$ cat src/rtl/cfsh_pkg.sv
// ----------------------------------------------------------------------------
// cfsh_pkg
// Shared types and constants for the case-folded string hash block.
// ----------------------------------------------------------------------------
package cfsh_pkg;

    localparam int CHAR_W    = 16;
    localparam int HASH_W    = 32;
    localparam int COUNT_W   = 16;
    localparam int AVG_W     = 8;
    localparam int LOW_W     = 24;
    localparam int AVG_SHIFT = 3;
    localparam int MUL_SHIFT = 5;
    localparam int DIV_STEPS = HASH_W;
    localparam int STEP_W    = $clog2(DIV_STEPS);

    localparam logic [HASH_W-1:0] HASH_SEED   = 32'd5381;
    localparam logic [CHAR_W-1:0] LOWER_FIRST = 16'h0061;
    localparam logic [CHAR_W-1:0] LOWER_LAST  = 16'h007A;
    localparam logic [CHAR_W-1:0] CASE_OFFSET = 16'h0020;

    typedef enum logic [1:0] {
        ST_IDLE,
        ST_DIV,
        ST_FIN
    } cfsh_state_t;

    // controller -> datapath
    typedef struct packed {
        logic acc;      // fold one character into hash, sum and length
        logic start;    // load the divider from sum and length
        logic step;     // one restoring divide iteration
        logic finish;   // load result register, clear string state
    } cfsh_cmd_t;

    // datapath -> controller
    typedef struct packed {
        logic is_zero;
        logic count_gt1;
    } cfsh_stat_t;

endpackage

$ cat src/rtl/cfsh_ctrl.sv
// ----------------------------------------------------------------------------
// cfsh_ctrl
// Sequencer: character accept, divide iterations, result hand-off.
// ----------------------------------------------------------------------------
module cfsh_ctrl (
    input  logic                clk,
    input  logic                rst_n,
    input  logic                in_valid,
    output logic                in_stall,
    output logic                out_valid,
    input  logic                out_stall,
    input  cfsh_pkg::cfsh_stat_t stat,
    output cfsh_pkg::cfsh_cmd_t  cmd
);
    import cfsh_pkg::*;

    cfsh_state_t        state_reg, state_next;
    logic [STEP_W-1:0]  step_cnt_reg, step_cnt_next;
    logic               out_valid_reg, out_valid_next;
    logic               slot_free;

    always_ff @(posedge clk or negedge rst_n)
    begin
        if (!rst_n)
        begin
            state_reg     <= ST_IDLE;
            step_cnt_reg  <= '0;
            out_valid_reg <= 1'b0;
        end
        else
        begin
            state_reg     <= state_next;
            step_cnt_reg  <= step_cnt_next;
            out_valid_reg <= out_valid_next;
        end
    end

    assign slot_free = !out_valid_reg || !out_stall;
    assign out_valid = out_valid_reg;

    always_comb
    begin
        state_next     = state_reg;
        step_cnt_next  = step_cnt_reg;
        out_valid_next = out_valid_reg && out_stall;
        cmd            = '0;
        in_stall       = 1'b1;
        unique case (state_reg)
            ST_IDLE:
            begin
                in_stall = 1'b0;
                if (in_valid)
                begin
                    if (stat.is_zero)
                    begin
                        cmd.start     = 1'b1;
                        step_cnt_next = '0;
                        state_next    = stat.count_gt1 ? ST_DIV : ST_FIN;
                    end
                    else
                    begin
                        cmd.acc = 1'b1;
                    end
                end
            end
            ST_DIV:
            begin
                cmd.step      = 1'b1;
                step_cnt_next = step_cnt_reg + 1'b1;
                if (step_cnt_reg == STEP_W'(DIV_STEPS - 1))
                    state_next = ST_FIN;
            end
            ST_FIN:
            begin
                if (slot_free)
                begin
                    cmd.finish     = 1'b1;
                    out_valid_next = 1'b1;
                    state_next     = ST_IDLE;
                end
            end
            default:
            begin
                state_next = ST_IDLE;
            end
        endcase
    end

endmodule

$ cat src/rtl/cfsh_dp.sv
// ----------------------------------------------------------------------------
// cfsh_dp
// Datapath: case fold, djb2 hash, sum and length, bit-serial divider,
// result register.
// ----------------------------------------------------------------------------
module cfsh_dp (
    input  logic                          clk,
    input  logic                          rst_n,
    input  logic [cfsh_pkg::CHAR_W-1:0]   char_code,
    input  cfsh_pkg::cfsh_cmd_t           cmd,
    output cfsh_pkg::cfsh_stat_t          stat,
    output logic [cfsh_pkg::HASH_W-1:0]   hash_value
);
    import cfsh_pkg::*;

    logic [HASH_W-1:0]  hash_reg, hash_next;
    logic [HASH_W-1:0]  sum_reg, sum_next;
    logic [COUNT_W-1:0] count_reg, count_next;
    logic [HASH_W-1:0]  quo_reg, quo_next;
    logic [COUNT_W-1:0] rem_reg, rem_next;
    logic [COUNT_W-1:0] div_reg, div_next;
    logic [HASH_W-1:0]  out_reg, out_next;

    logic [CHAR_W-1:0]  folded;
    logic [COUNT_W:0]   rem_sh;
    logic [COUNT_W:0]   rem_diff;
    logic               fits;

    always_ff @(posedge clk or negedge rst_n)
    begin
        if (!rst_n)
        begin
            hash_reg  <= HASH_SEED;
            sum_reg   <= '0;
            count_reg <= '0;
        end
        else
        begin
            hash_reg  <= hash_next;
            sum_reg   <= sum_next;
            count_reg <= count_next;
        end
    end

    always_ff @(posedge clk)
    begin
        quo_reg <= quo_next;
        rem_reg <= rem_next;
        div_reg <= div_next;
        out_reg <= out_next;
    end

    always_comb
    begin
        if (char_code >= LOWER_FIRST && char_code <= LOWER_LAST)
            folded = char_code - CASE_OFFSET;
        else
            folded = char_code;
    end

    // restoring divide: rem stays below the 16-bit divisor
    assign rem_sh   = {rem_reg, quo_reg[HASH_W-1]};
    assign rem_diff = rem_sh - {1'b0, div_reg};
    assign fits     = rem_sh >= {1'b0, div_reg};

    always_comb
    begin
        hash_next  = hash_reg;
        sum_next   = sum_reg;
        count_next = count_reg;
        quo_next   = quo_reg;
        rem_next   = rem_reg;
        div_next   = div_reg;
        out_next   = out_reg;
        if (cmd.acc)
        begin
            hash_next  = ((hash_reg << MUL_SHIFT) + hash_reg)
                         ^ {{(HASH_W-CHAR_W){1'b0}}, folded};
            sum_next   = sum_reg + {{(HASH_W-CHAR_W){1'b0}}, folded};
            count_next = count_reg + 1'b1;
        end
        if (cmd.start)
        begin
            // quotient register doubles as the average when no divide runs
            quo_next = sum_reg;
            rem_next = '0;
            div_next = count_reg;
        end
        if (cmd.step)
        begin
            quo_next = {quo_reg[HASH_W-2:0], fits};
            rem_next = fits ? rem_diff[COUNT_W-1:0] : rem_sh[COUNT_W-1:0];
        end
        if (cmd.finish)
        begin
            out_next   = {quo_reg[AVG_SHIFT +: AVG_W], hash_reg[LOW_W-1:0]};
            hash_next  = HASH_SEED;
            sum_next   = '0;
            count_next = '0;
        end
    end

    assign stat.is_zero   = (char_code == '0);
    assign stat.count_gt1 = (count_reg > COUNT_W'(1));
    assign hash_value     = out_reg;

endmodule

$ cat src/rtl/case_folded_string_hash32.sv
// ----------------------------------------------------------------------------
// case_folded_string_hash32
// Case-folded djb2-style (xor variant) string hash: low 24 hash bits, bits [10:3] of the average character on top.
// ----------------------------------------------------------------------------
//  channel  | handshake            | payload
//  ---------+----------------------+---------------------------
//  input    | in_valid / in_stall  | char_code  [15:0]
//  output   | out_valid / out_stall| hash_value [31:0]
//
//  A non-zero character is accepted while idle; characters stream back to back.
//  A zero character ends the string: when the length is 0 or 1 the divide is skipped,
//  else the one-bit-per-cycle 32-step divider runs before the result is loaded.
//  Input is stalled during the divide and while the result register is full
//  at the end of a string; characters keep flowing while a result waits.
//  Reset clears the string state to an empty string (hash 5381).
// ----------------------------------------------------------------------------
module case_folded_string_hash32 (
    input  logic                        clk,
    input  logic                        rst_n,
    input  logic                        in_valid,
    output logic                        in_stall,
    input  logic [cfsh_pkg::CHAR_W-1:0] char_code,
    output logic                        out_valid,
    input  logic                        out_stall,
    output logic [cfsh_pkg::HASH_W-1:0] hash_value
);
    import cfsh_pkg::*;

    cfsh_cmd_t  cmd;
    cfsh_stat_t stat;

    cfsh_ctrl u_ctrl (
        .clk       (clk),
        .rst_n     (rst_n),
        .in_valid  (in_valid),
        .in_stall  (in_stall),
        .out_valid (out_valid),
        .out_stall (out_stall),
        .stat      (stat),
        .cmd       (cmd)
    );

    cfsh_dp u_dp (
        .clk        (clk),
        .rst_n      (rst_n),
        .char_code  (char_code),
        .cmd        (cmd),
        .stat       (stat),
        .hash_value (hash_value)
    );

endmodule

$ cat config.mk
export PLATFORM = sky130hd
export DESIGN_NAME = case_folded_string_hash32
export DESIGN_NICKNAME = d
export VERILOG_FILES = /design/src/rtl/cfsh_pkg.sv /design/src/rtl/cfsh_ctrl.sv /design/src/rtl/cfsh_dp.sv /design/src/rtl/case_folded_string_hash32.sv
export SDC_FILE = /design/constraint.sdc
export NUM_CORES = 1
export LEC_CHECK = 0
export CAP_MARGIN = 5
export CORE_UTILIZATION = 64
export CTS_CLUSTER_SIZE = 40
export DETAILED_ROUTE_END_ITERATION = 12
export DONT_BUFFER_PORTS = 1
export GPL_TIMING_DRIVEN = 0
export PLACE_DENSITY = 0.89
export SETUP_SLACK_MARGIN = 0.02
export SLEW_MARGIN = 0
export SYNTH_ARGS = -nofsm -noshare
export SYNTH_HDL_FRONTEND = slang
export SYNTH_SLANG_ARGS = --single-unit
export TNS_END_PERCENT = 30
$ cat constraint.sdc
create_clock -name clk -period 5.83 [get_ports clk]
set_input_delay 0.2915 -clock clk [delete_from_list [all_inputs] [get_ports clk]]
set_output_delay 0.2915 -clock clk [all_outputs]
set_load 0.01 [all_outputs]
==> results of run 1 <==
synth_stat cells, types with 4 or more instances:
cell type / n
a21o_1: 12
xnor2_1: 42
buf_4: 4
or3_1: 8
dfrtp_1: 75
o31ai_1: 5
buf_1: 6
nand4_1: 10
mux2i_1: 5
nor4_1: 5
dfstp_2: 5
nor3_1: 15
a21oi_1: 49
and3_1: 14
o21ai_1: 16
and4_1: 4
xor2_1: 36
o21ai_0: 57
o311ai_0: 4
nand2b_1: 16
ha_1: 59
nor2_1: 67
nand3_1: 47
clkbuf_1: 21
o21bai_1: 4
inv_1: 39
nor2b_1: 8
o21a_1: 5
nand2_1: 160
o22ai_1: 4
edfxtp_1: 96
power groups by stage:
stage	logic (uW)	registers, uW	clock network, uW
4_1_cts	1660	1750	1100
6_report	1690	1760	1110
3_5_place_dp	1600	1770	0
5_1_grt	1880	1780	1150
3_3_place_gp	1530	1770	0
2_1_floorplan	1350	1690	0
worst paths after layout:
kind	startpoint	end	slack, ns	cells past startpoint
worst min register to register	u_dp.quo_reg[7]	u_dp.hash_value[28]	0.45	0
worst min-delay path	in_valid	u_ctrl.state_reg[0]	0.01	2
max in group asynchronous	rst_n	u_dp.hash_reg[0]	5.02	2
min in group asynchronous	rst_n	u_dp.count_reg[9]	0.41	2
worst max-delay path	char_code[13]	u_dp.sum_reg[16]	2.09	13
worst max register to register	u_dp.hash_reg[0]	u_dp.hash_reg[23]	2.42	11
worst reg2reg max path: stages (launching register included):
cell	delay, ns
dfstp_2	0.59
ha_1	0.21
inv_1	0.07
fa_1	0.41
nand2b_1	0.18
a21o_1	0.21
a2111oi_2	0.50
o41ai_4	0.16
o21ai_1	0.26
nor3_1	0.10
o31ai_1	0.33
mux2i_1	0.27
stage by stage:
stage	util (%)	total power, uW	hold slack (ns)
after floorplan	-	3040	-0.00409
final	72.3	4560	0.0117
after detailed placement	68.1	3380	-0.00178
after global placement	67.7	3290	-0.00185
after global routing	72.3	4810	0.0410
after CTS	72.3	4520	0.00727
kinds of logic (layout without fill, tap and decap cells):
family / Yosys count / after routing / share of synthesized area [%]
flip-flops: 176 / 176 / 50.5
adder cells (fa/ha/maj): 62 / 62 / 8.25
AO/OA/AOI/OAI: 186 / 186 / 12.2
XOR/XNOR: 78 / 78 / 7.06
multiplexers: 6 / 6 / 0.633
buffers and inverters: 75 / 112 / 3.42
AND/OR/NAND/NOR: 372 / 372 / 18.0
per-layer routing:
metal	vias to the layer above	part of all wire [%]	wire length, microns	GRT usage, %
met5	-	0	0	0
met4	0	3.5	804	15.1
met3	84	8.2	1890	7.15
met2	413	47	10700	48.1
met1	3550	41	9490	40.3
li1	3437	-	-	-
repair_timing:
| item | in CTS | in global routing |
|---|---|---|
| endpoints found under the hold margin | 80 | 0 |
| endpoints found under the setup margin | 0 | 0 |
| hold buffers | 2 | 0 |
| setup buffers | 0 | 0 |
final cells by class:
| class | instances | area [sq um] | area share (%) |
|---|---|---|---|
| buffer | 36 | 186 | 1.76 |
| timing repair buffer | 5 | 92.6 | 0.875 |
| sequential | 176 | 4890 | 46.2 |
| tap | 184 | 230 | 2.17 |
| clock inverter | 15 | 143 | 1.35 |
| clock buffer | 17 | 425 | 4.02 |
| multi-input combinational | 704 | 4470 | 42.2 |
| inverter | 39 | 146 | 1.38 |
==> qor.yml, run 1 <==
run_status:
  outcome: "finished clean"
floorplanning:
  die_h_microns: 125
  core_sq_um: 14600
  die_w_microns: 125
  die_area_sq_um: 15600
  rows: 44
  initial_utilization_pct: 66.1
  io_pins: 54
critical_path:
  critPathSlowestCell: "o31ai_1"
  worst_ep_required_time_ns: 6.12
  cpPeakStageDelay_ns: 0.65
  critical_path.max_fanout: 6
  cp_top_family: "simple AND/OR/NAND/NOR gates"
  end_kind: "flip-flop"
  crit_buf_inv: 0
  worstSetupPathType: "input port to flip-flop"
  crit_path_start_kind: "input port"
  worstPathArrival_ns: 4.03
  crit_chain: "nor4_1 > nand3_1 > nor4_1 > nand2_1 > nand2b_1 > ha_1 > a21oi_1 > nand2_1 > o21ai_1 > a211oi_2 > o31ai_1 > xor2_1 > nor2_1"
synth:
  ys_ff_latch: 176
  synthTopCellsByArea: "edfxtp_1 (30%), dfrtp_1 (19%), ha_1 (7.6%)"
  seq_area_frac_synth_pct: 50.5
  synth_cells: 955
  synth_top_area_share_pct: 29.8
  synth_nets: 1037
  yosys_warnings: 0
  syn_area_sq_um: 9680
  ys_types: 68
  avgSynthCellArea_sq_um: 10.1
  ys.flop_type: "edfxtp_1"
  synth_top_area_cell: "edfxtp_1"
  synth_edf_count: 96
  synthArstFlopShare_pct: 45.5
final_layout:
  final_cell_mix: "nand2_1 (160), edfxtp_1 (96), dfrtp_1 (75)"
  postLayoutCellArea_sq_um: 10600
  stdcell_count: 1176
  fin_nets: 1061
  areaGrowthSynthToFinish_pct: 9.33
  n_antenna_cell: 0
  final_common_cell: "nand2_1"
  fillers: 938
  drive_above_1_share_pct: 7.26
sta:
  slew_violations: 0
  skew_ns: 0.0140
  rsz0062_at_grt: "false"
  setup_violations: 0
  slew_headroom_pct: 32.3
  worstMarginPinSlew_ns: 1.01
  setup_tns_ns: 0
  final-hold-violation-count: 0
  max_clock_freq_mhz: 267
  finalWorstSetupSlack_ns: 2.09
  min_period_over_period_pct: 64.2
  fin_crit_ns: 3.74
detailed_routing:
  first_pass_iters: 6
  drc: 0
  ant_nets: 0
  drt_iter0_markers: 720
  wl_per_cell_microns: 19.5
  vias: 7484
  finalWirelength_mm: 22.9
  viasPerCell: 6.36
global_routing:
  antenna_found_initial: 0
  grt_use_total_pct: 30.6
  grt_start_max_net_pins: 81
  first_global_vias: 7472
  grt_pass1_wl_mm: 36.9
  grt-ovfl-total: 0
cts:
  cts_made_buffers: 17
  cts.sinks: 176
  clk_pin_slew_ns: 0.07
  cts_root_buffer: "clkbuf_16"
  htree_levels: 4
  clock_latency_ns: 0.45
  cts_max_path_buffers: 2
  cts_tree: "done"
  post_cts_resized: 0
worst_hold_path:
  hold_path_class: "input port to flip-flop"
pwr:
  clkPwrFrac_pct: 24.3
  pwr-share-comb_pct: 37.1
  p_leak_uw: 0.00461
  p_int_uw: 2860
  powerDensity_nw_per_um2: 431
  ir_drop_uv: 392
  p_sw_uw: 1700
  p_sw_share_pct: 37.4
  seqPwrFrac_pct: 38.7
place:
  dpl_cell_area_sq_um: 9980
  placedCellCount: 1142
  gp_congestion: 0.951
  dpl.hpwl_mm: 15.6
  dp_slack_ns: 2.00
  io_buffer_count: 0
flow_run:
  maxCapViolations: 0
Power figures use the tool's default switching activity.
==> inputs of run 2 (changes only) <==
ABC_AREA = 1   (was unset)
CORE_UTILIZATION = 65   (was 64)
PLACE_DENSITY = 0.9   (was 0.89)
clock period = 3.7 ns   (was 5.83 ns; I/O delays follow)
==> qor.yml, run 2 <==
synth:
  ys_ff_latch: 176  # unchanged
  synth_top_area_share_pct: 26.6  # was 29.8%
  synthTopCellsByArea: "edfxtp_1 (27%), dfrtp_1 (17%), nand2_1 (15%)"  # was edfxtp_1 (30%), dfrtp_1 (19%), ha_1 (7.6%)
  synth_top_area_cell: "edfxtp_1"  # unchanged
  synth_nets: 1501  # was 1037
  yosys_warnings: 0  # unchanged
  seq_area_frac_synth_pct: 45.1  # was 50.5%
  ys.flop_type: "edfxtp_1"  # unchanged
  synth_cells: 1419  # was 955
  synth_edf_count: 96  # unchanged
  ys_types: 39  # was 68
  avgSynthCellArea_sq_um: 7.64  # was 10.1 sq um
  ys_top_cells_by_count: "nand2_1 (426), inv_1 (200), nor2_1 (158)"  # was nand2_1 (160), edfxtp_1 (96), dfrtp_1 (75)
  synth.most_common_cell: "nand2_1"  # unchanged
  synthArstFlopShare_pct: 45.5  # unchanged
  syn_area_sq_um: 10800  # was 9680 sq um
global_routing:
  antenna_found_initial: 0  # unchanged
  grt_pass1_wl_mm: 46.5  # was 36.9 mm
  grt_start_max_net_pins: 81  # unchanged
  first_global_vias: 9421  # was 7472
  grt-ovfl-total: 0  # unchanged
  grt_use_total_pct: 34.5  # was 30.6%
place:
  placedCellCount: 1636  # was 1142
  dpl.hpwl_mm: 20.4  # was 15.6 mm
  gp_congestion: 0.934  # was 0.951
  io_buffer_count: 0  # unchanged
cts:
  clk_pin_slew_ns: 0.08  # was 0.07 ns
  cts.sinks: 176  # unchanged
  cts_made_buffers: 17  # unchanged
  htree_levels: 4  # unchanged
  cts_setup_buffers: 0  # unchanged
  cts_root_buffer: "clkbuf_16"  # unchanged
  cts_max_path_buffers: 2  # unchanged
  clock_latency_ns: 0.45  # about the same
  cts_tree: "done"  # unchanged
worst_hold_path:
  hold_path_class: "input port to flip-flop"  # unchanged
floorplanning:
  die_area_sq_um: 17200  # was 15600 sq um
  die_h_microns: 131  # was 125 microns
  initial_utilization_pct: 67.5  # was 66.1%
  io_pins: 54  # unchanged
  rows: 46  # was 44
  core_sq_um: 16100  # was 14600 sq um
  die_w_microns: 131  # was 125 microns
critical_path:
  crit_path_start_kind: "flip-flop"  # was input port
  worstSetupPathType: "flip-flop to flip-flop"  # was input port to flip-flop
  end_kind: "flip-flop"  # unchanged
  worstPathArrival_ns: 3.12  # was 4.03 ns
  critical_path.max_fanout: 39  # was 6
  worst_ep_required_time_ns: 3.98  # was 6.12 ns
detailed_routing:
  drc: 0  # unchanged
  wl_per_cell_microns: 16.9  # was 19.5 microns
  finalWirelength_mm: 28.4  # was 22.9 mm
  drt_iter0_markers: 1140  # was 720
  vias: 9746  # was 7484
  viasPerCell: 5.80  # was 6.36
  first_pass_iters: 8  # was 6
  ant_nets: 0  # unchanged
run_status:
  outcome: "finished clean"  # unchanged
sta:
  setup_violations: 0  # unchanged
  slew_headroom_pct: 22.6  # was 32.3%
  max_clock_freq_mhz: 352
  skew_ns: 0.0128  # was 0.0140 ns
  rsz0062_at_grt: "false"  # unchanged
  setup_tns_ns: 0  # unchanged
  holdWs_ns: 0.0173  # was 0.0117 ns
  worstMarginPinSlew_ns: 1.16  # was 1.01 ns
  final-hold-violation-count: 0  # unchanged
  min_period_over_period_pct: 76.7
  fin_crit_ns: 2.84
  slew_violations: 0  # unchanged
final_layout:
  fin_nets: 1532  # was 1061
  final_cell_mix: "nand2_1 (425), inv_1 (200), nor2_1 (158)"  # was nand2_1 (160), edfxtp_1 (96), dfrtp_1 (75)
  n_antenna_cell: 0  # unchanged
  drive_above_1_share_pct: 4.78  # was 7.26%
  stdcell_count: 1679  # was 1176
  fin_util_pct: 73.7  # was 72.3%
  areaGrowthSynthToFinish_pct: 9.10  # was 9.33%
  final_common_cell: "nand2_1"  # unchanged
pwr:
  p_total_uw: 10300  # was 4560 uW
  p_leak_uw: 0.00584  # was 0.00461 uW
  powerDensity_nw_per_um2: 873  # was 431 nW/um^2
  ir_drop_uv: 521  # was 392 uV
flow_run:
  maxCapViolations: 0  # unchanged
run 2: cell types whose count changed after synthesis, moves of 14 or more:
cell,change
nand3_1,+61
xnor2_1,-31
nand2b_1,-16
inv_1,+161
nor2_1,+91
a21oi_1,+18
nand2_1,+266
buf_2,+14
o21ai_1,-16
xor2_1,-23
run 2: repair_timing:
action / 4_1_cts / 5_1_grt
gates resized for setup: 0 / 0
hold endpoints to repair: 89 / 0
hold buffers: 11 / 0
run 2: worst paths after layout:
path                                    from                to  slack [ns]  cells past startpoint
setup / recovery            u_ctrl.out_valid   u_dp.sum_reg[0]        0.86                      7
hold / removal                  char_code[4]  u_dp.hash_reg[4]        0.02                      4
min in group asynchronous              rst_n  u_dp.hash_reg[6]        0.33                      2
setup reg to reg            u_ctrl.out_valid   u_dp.sum_reg[0]        0.86                      7
hold reg to reg            u_dp.count_reg[9]   u_dp.div_reg[9]        0.47                      0
max in group asynchronous              rst_n  u_dp.hash_reg[2]        3.00                      2
run 2: worst max-delay path: stages, from the launching register on:
cell	delay, ns
dfrtp_1	0.42
nand2_1	0.13
inv_1	0.09
nor2_4	0.86
inv_1	0.24
nand2_1	0.20
clkbuf_1	0.51
o21ai_0	0.19
run 2: through the flow:
stage,area (sq um),setup slack [ns]
5_1_grt,11800,0.684
4_1_cts,11800,0.949
6_report,11800,0.863
3_3_place_gp,11100,0.680
3_5_place_dp,11100,0.966
2_1_floorplan,10800,1.44
run 2: power breakdown:
| part | switching [uW] | total [uW] | internal, uW |
|---|---|---|---|
| sequential | 525 | 3490 | 2960 |
| combinational | 3410 | 5090 | 1680 |
| clock | 821 | 1760 | 937 |
run 2: cell families (layout without fill, tap and decap cells):
kind of cell               count (synthesis)  in the layout  synth area share [%]
DFF                                      176            176                  45.1
and+or+nand+nor                          749            749                  28.4
AOI/OAI and AO/OA                        172            172                  8.65
xor gates and xnor gates                  24             24                  1.94
buffers and inverters                    236            280                  8.51
adders and majority gates                 62             62                  7.36
run 2: per-layer routing:
metal / part of all wire, % / GRT usage [%] / routed length, microns
met1: 40 / 44.8 / 11200
met3: 9.6 / 6.56 / 2740
met4: 3.6 / 15.4 / 1020
met5: 0 / 0 / 0
met2: 47 / 56.2 / 13400
run 2: cell type report:
cell class / instances / area [sq um]
Buffer: 34 / 165
Clock buffer: 21 / 472
Clock inverter: 11 / 95.1
Fill cell: 1151 / 4230
Inverter: 202 / 758
Multi-Input combinational cell: 1007 / 5030
Sequential cell: 176 / 4890
Tap cell: 216 / 270
Timing Repair Buffer: 12 / 148
